`config.mk`:
```
export PLATFORM = sky130hd
export DESIGN_NAME = lcag_ctrl
export DESIGN_NICKNAME = d
export VERILOG_FILES = /design/src/rtl/lcag_pkg.sv /design/src/rtl/lcag_ctrl.sv
export SDC_FILE = /design/constraint.sdc
export NUM_CORES = 1
export LEC_CHECK = 0
export ABC_CLOCK_PERIOD_IN_PS = 1300
export BUFFER_PORTS_ARGS = -buffer_cell sky130_fd_sc_hd__buf_2
export CAP_MARGIN = 10
export CORE_AREA = 2 2 39 41
export DETAILED_ROUTE_END_ITERATION = 8
export DIE_AREA = 0 0 41 43
export PLACE_DENSITY_LB_ADDON = 0.15
export SYNTH_ARGS = -nofsm -noshare
export SYNTH_HDL_FRONTEND = slang
export SYNTH_SLANG_ARGS = --single-unit
```
`constraint.sdc`:
```
create_clock -name aclk -period 1.3 [get_ports aclk]
set_input_delay 0.195 -clock aclk [delete_from_list [all_inputs] [get_ports aclk]]
set_output_delay 0.195 -clock aclk [all_outputs]
set_load 0.005 [all_outputs]
```
`src/rtl/lcag_pkg.sv`:
```
`timescale 1ns / 1ps
`default_nettype none

package lcag_pkg;

    localparam int DIM_W     = 7;
    localparam int FUNC_W    = 2;
    localparam int IDX_W     = 12;
    localparam int GEN_W     = 32;
    localparam int CFG_IDX_W = 1;

    localparam int S_TDATA_W = 16;
    localparam int M_TDATA_W = 40;
    localparam int M_PAD_W   = M_TDATA_W - GEN_W - 2;

    localparam int DEF_MAX_WIDTH  = 64;
    localparam int DEF_MAX_HEIGHT = 64;

    localparam logic [DIM_W-1:0] GRID_WIDTH_RST  = 7'd64;
    localparam logic [DIM_W-1:0] GRID_HEIGHT_RST = 7'd64;

    localparam logic [CFG_IDX_W-1:0] REG_GRID_WIDTH  = 1'b0;
    localparam logic [CFG_IDX_W-1:0] REG_GRID_HEIGHT = 1'b1;

    typedef enum logic [FUNC_W-1:0] {
        FUNC_TOGGLE  = 2'd0,
        FUNC_READ    = 2'd1,
        FUNC_ADVANCE = 2'd2,
        FUNC_CLEAR   = 2'd3
    } func_t;

    // controller -> datapath
    typedef struct packed {
        logic load;       // input transfer, start index split
        logic tgl_wr;     // write back toggled row
        logic gen_start;  // start generation sweep
        logic clr_start;  // start clearing pass
        logic capture;    // latch addressed cell
        logic out_load;   // load output register
    } cmd_t;

    // datapath -> controller
    typedef struct packed {
        logic  div_done;
        logic  gen_done;
        logic  clr_done;
        logic  out_free;
        func_t func;
    } st_t;

endpackage

`default_nettype wire

```
`src/rtl/lcag_ctrl.sv`:
```
`timescale 1ns / 1ps
`default_nettype none

module lcag_ctrl (
    input  wire logic          aclk,
    input  wire logic          aresetn,
    input  wire logic          s_tvalid,
    output logic               s_tready,
    input  wire lcag_pkg::st_t st,
    output lcag_pkg::cmd_t     cmd
);

    import lcag_pkg::*;

    typedef enum logic [3:0] {
        ST_INIT,
        ST_IDLE,
        ST_DIV,
        ST_TGL_RD,
        ST_TGL_WR,
        ST_GEN_GO,
        ST_GEN_RUN,
        ST_CLR_GO,
        ST_CLR_RUN,
        ST_FETCH,
        ST_CAPT,
        ST_DONE
    } state_t;

    state_t state_reg, state_next;

    always_ff @(posedge aclk) begin
        if (!aresetn) begin
            state_reg <= ST_INIT;
        end else begin
            state_reg <= state_next;
        end
    end

    always_comb begin
        state_next = state_reg;
        cmd        = '0;
        s_tready   = 1'b0;
        case (state_reg)
            ST_INIT: begin
                if (st.clr_done) begin
                    state_next = ST_IDLE;
                end
            end
            ST_IDLE: begin
                s_tready = 1'b1;
                if (s_tvalid) begin
                    cmd.load   = 1'b1;
                    state_next = ST_DIV;
                end
            end
            ST_DIV: begin
                if (st.div_done) begin
                    case (st.func)
                        FUNC_TOGGLE:  state_next = ST_TGL_RD;
                        FUNC_READ:    state_next = ST_FETCH;
                        FUNC_ADVANCE: state_next = ST_GEN_GO;
                        FUNC_CLEAR:   state_next = ST_CLR_GO;
                        default:      state_next = ST_FETCH;
                    endcase
                end
            end
            ST_TGL_RD: begin
                state_next = ST_TGL_WR;
            end
            ST_TGL_WR: begin
                cmd.tgl_wr = 1'b1;
                state_next = ST_FETCH;
            end
            ST_GEN_GO: begin
                cmd.gen_start = 1'b1;
                state_next    = ST_GEN_RUN;
            end
            ST_GEN_RUN: begin
                if (st.gen_done) begin
                    state_next = ST_FETCH;
                end
            end
            ST_CLR_GO: begin
                cmd.clr_start = 1'b1;
                state_next    = ST_CLR_RUN;
            end
            ST_CLR_RUN: begin
                if (st.clr_done) begin
                    state_next = ST_FETCH;
                end
            end
            ST_FETCH: begin
                state_next = ST_CAPT;
            end
            ST_CAPT: begin
                cmd.capture = 1'b1;
                state_next  = ST_DONE;
            end
            ST_DONE: begin
                if (st.out_free) begin
                    cmd.out_load = 1'b1;
                    state_next   = ST_IDLE;
                end
            end
            default: begin
                state_next = ST_IDLE;
            end
        endcase
    end

endmodule

`default_nettype wire

```
-- Word level (Yosys, flattened, before mapping)
Index checks and enable logic that the tools add are counted.
Widths: inputs -> output; s select.
- equality and inequality tests: 20
- mux-type cells: 17
- reduce and logical (&&, ||, !) cells: 3
- operators with widths (cell ; count):
    $pmux 4 s12 ; 1
    $mux 4 ; 6
    $eq 4x3->1 const B ; 4
    $eq 4x4->1 const B ; 4
    $pmux 4 s4 ; 1
    $ne 2x2->1 const B ; 6
    $mux 1 ; 9
    $eq 4x2->1 const B ; 2
    $reduce_and 6->1 ; 1
    $eq 2x2->1 const B ; 2
    $eq 4x1->1 const B ; 1
    $logic_not 4->1 ; 1
    $eq 2x1->1 const B ; 1
    $logic_not 2->1 ; 1
- register bits after elaboration: 4
- bits of input ports: 9
- output and inout port bits: 7

-- Longest topological paths before layout
- word-level depth: 4
- mapped depth: 6
- mapped depth without buffers: 6

-- Worst setup path after synthesis
No wires, ideal clock.
- kind: register -> register
- from: register state_reg[1]
- to: register state_reg[0]
- data arrival time: 1.316 ns
- slack: -0.107 ns
- cell stages (with the launch flop): 4
- path buffers: 0
- period minus slack after synthesis: 1.407 ns
- cells stage by stage: dfxtp_1 > or4b_1 > a31o_1 > a311oi_1
- cells in the longest elaborated chain, start to end: 3
- RTL lines (item ; RTL line ; text):
    start: declaration ; lcag_ctrl.sv:30 ; state_t state_reg, state_next;
    start signal: assignment ; lcag_ctrl.sv:36 ; state_reg <= state_next;
    $eq 4x2->1 (tied with other cells) ; lcag_ctrl.sv:44 ; case (state_reg)
    $ne 2x2->1 (no source line) ; - ;
    $reduce_and 6->1 (no source line) ; - ;
Several ways; a longest one is shown, not always the timed one.
A chain may end at the register's enable or synchronous reset.

-- Final worst setup path
- from: register state_reg[1]
- to: register state_reg[3]
The elaborated chain is that of the path after synthesis.

==> qor.csv <==
metric,value,unit
initial antenna violation count,0,
"Hold Vio Cnt, Final",0,
Fmax,713,MHz
synthesis warning total,0,
hold_ws,0.233,ns
Starting Density,0.295,
worst skew pair latency,0.23,ns
Post-synth top flop,dfxtp_1,
Crit Reg-Reg Endpoint,state_reg[3],
syn_nets,65,
num rows,14,
Setup-failing EPs final,6,
Leak,0.000329,µW
post-synth cell types,30,
CP Class,flip-flop to flip-flop,
synth top area cells,"dfxtp_1 (20%), ha_1 (12%), nor2b_1 (4.6%)",
post-synthesis instance total,52,
I/O pins,16,
share of post-route cells with drive strength above 1,0.500,
root cell of the clock tree,clkbuf_4,
post-route ant nets,0,
Slew Limit Fails,0,
clock buffer depth,2,
I/O Buffers,15,
Routed WL per cell,11.0,µm
Hold Path Cell Cnt,2,
Post-Syn Area,408,µm²
ys async rst share,0,
largest net degree at the start of global routing,14,
Yosys reg bits,4,
die width,41,µm
Final WS setup,-0.102,ns
core area,0.00138,mm²
maxcap violations,0,
Finished Layout Cells,94,
CTS tree,done,
R2R Path Start,state_reg[1],
Synth top area share,0.196,
"slowest stage cell, crit path",or4b_1,
R2R Setup Slk,-0.10,ns
final wirelength,1.03,mm
DR iter-0 viols,6,
Peak VDD IR,0.000519,V
setup TNS,-0.357,ns
Final Critical Period,1.40,ns
gpl congestion,0.714,
skew final,0.000464,ns
Worst EP required,1.42,ns
Die Area,0.00176,mm²
vias,469,
HP Class,primary input to flip-flop,
Slew headroom,0.828,
Syn-to-layout area delta,63.5,%
Final period util,1.08,
RSZ-0062 raised after global routing,yes,
status,finished with violations,
Hold Path Origin,aresetn,
antenna diode count,0,
dpl cells,87,
max reg flops,4,
total CTS buffers,3,
vias in the first global route,441,
total chip power,1260,µW
synthesized area per cell,7.84,µm²
pwr/cell area,1890,mW/mm²
"EDFF count, synth",0,
Layout Nets,93,
nature of the critical path endpoint,flip-flop,
GRT overflow,0,
Setup crit start kind,flip-flop,
"top cells by count, synth","dfxtp_1 (4), ha_1 (4), nand2_1 (4)",
Detailed Place HPWL,770,µm
dpl ws,-0.132,ns
Crit Path Max Fanout,7,
GRT Util Overall,0.131,
DR vias/cell,4.99,
DRC viols,0,
DIE HEIGHT,43,µm
post-synthesis sequential area ratio,0.196,
drt first pass iters,4,
# H-tree levels,1,
worst reg-to-reg path cell count,3,
global-route wire length before repair,1.61,mm
clock slew at reported path FFs,0.04,ns
Hold Path End,state_reg[3],
TritonCTS Sinks,4,
critical-path cell list,or4b_1 > a31o_1 > o211a_1,
Slew @ Worst Pin,0.255,ns
WP data arrival,1.52,ns
failing checks,setup timing,
"area leader, netlist",dfxtp_1,
"slowest stage delay, CP",0.46,ns
worst max-delay path: cells and delay by family, from the launching register on:
family           cells  cell delay [ns]
AO/OA/AOI/OAI        2             0.48
flip-flops           1             0.35
AND/OR/NAND/NOR      1             0.46
metal layers:
metal / track usage / routed length [µm] / vias to the layer above
li1: - / - / 247
met1: 0.145 / 439 / 212
met2: 0.228 / 556 / 10
met3: 0 / 34 / 0
met4: 0.0800 / 0 / 0
met5: 0 / 0 / -
logic make-up after synthesis:
logic type | after synthesis | synth area share
simple gates | 20 | 0.298
compound gates | 15 | 0.270
buf+inv | 7 | 0.0675
fa+ha+maj | 4 | 0.123
flops | 4 | 0.196
xor+xnor | 1 | 0.0215
mux | 1 | 0.0245
area by class of cell:
class	count	area, µm²
fillers	140	717
multi-input cells	41	344
repair buffers	27	180
flip-flops and latches	4	88.8
clock buffers	3	22.5
well taps	16	20.0
inverters	3	11.3
layout by cell type (no fill, tap or decap), types with 2 or more instances in the layout:
| cell | Yosys | layout |
|---|---|---|
| buf_4 | 0 | 9 |
| buf_6 | 0 | 2 |
| nor2_1 | 3 | 3 |
| o21ai_1 | 1 | 2 |
| buf_2 | 1 | 15 |
| nor2b_4 | 0 | 2 |
| nand2_1 | 4 | 4 |
| inv_1 | 3 | 3 |
| dfxtp_4 | 0 | 2 |
| ha_1 | 4 | 4 |
| clkbuf_4 | 0 | 3 |
| a211oi_1 | 2 | 2 |
| a21oi_1 | 2 | 2 |
worst max-delay path by stage:
stage                       startpoint      endpoint  slack [ns]  depth (start not counted)
after detailed placement      s_tvalid  state_reg[0]       -0.13                          4
after global routing      state_reg[1]        cmd[5]       -0.18                          4
final                     state_reg[1]  state_reg[3]       -0.10                          3
after CTS                 state_reg[1]  state_reg[3]       -0.12                          3
after floorplan           state_reg[0]  state_reg[0]       -0.08                          3
after global placement        s_tvalid  state_reg[0]       -0.11                          4
report_power, final:
| group | internal [µW] | total, µW | switching (µW) |
|---|---|---|---|
| clock | 103 | 148 | 45.3 |
| sequential | 194 | 258 | 64.2 |
| combinational | 468 | 855 | 387 |
metrics by stage:
| step | util | area [µm²] |
|---|---|---|
| floorplan | - | 410 |
| global placement | 0.397 | 549 |
| detailed placement | 0.397 | 549 |
| CTS | 0.461 | 638 |
| global route | 0.482 | 667 |
| finish | 0.482 | 667 |
what timing repair did:
| item | CTS | global route |
|---|---|---|
| endpoints found under the hold margin | 0 | 0 |
| resized for setup | 11 | 6 |
| endpoints found under the setup margin | 11 | 10 |
| pin swaps | 5 | 5 |
| buffers inserted | 3 | 1 |
| hold buffers | 0 | 0 |
Power figures use the tool's default switching activity.
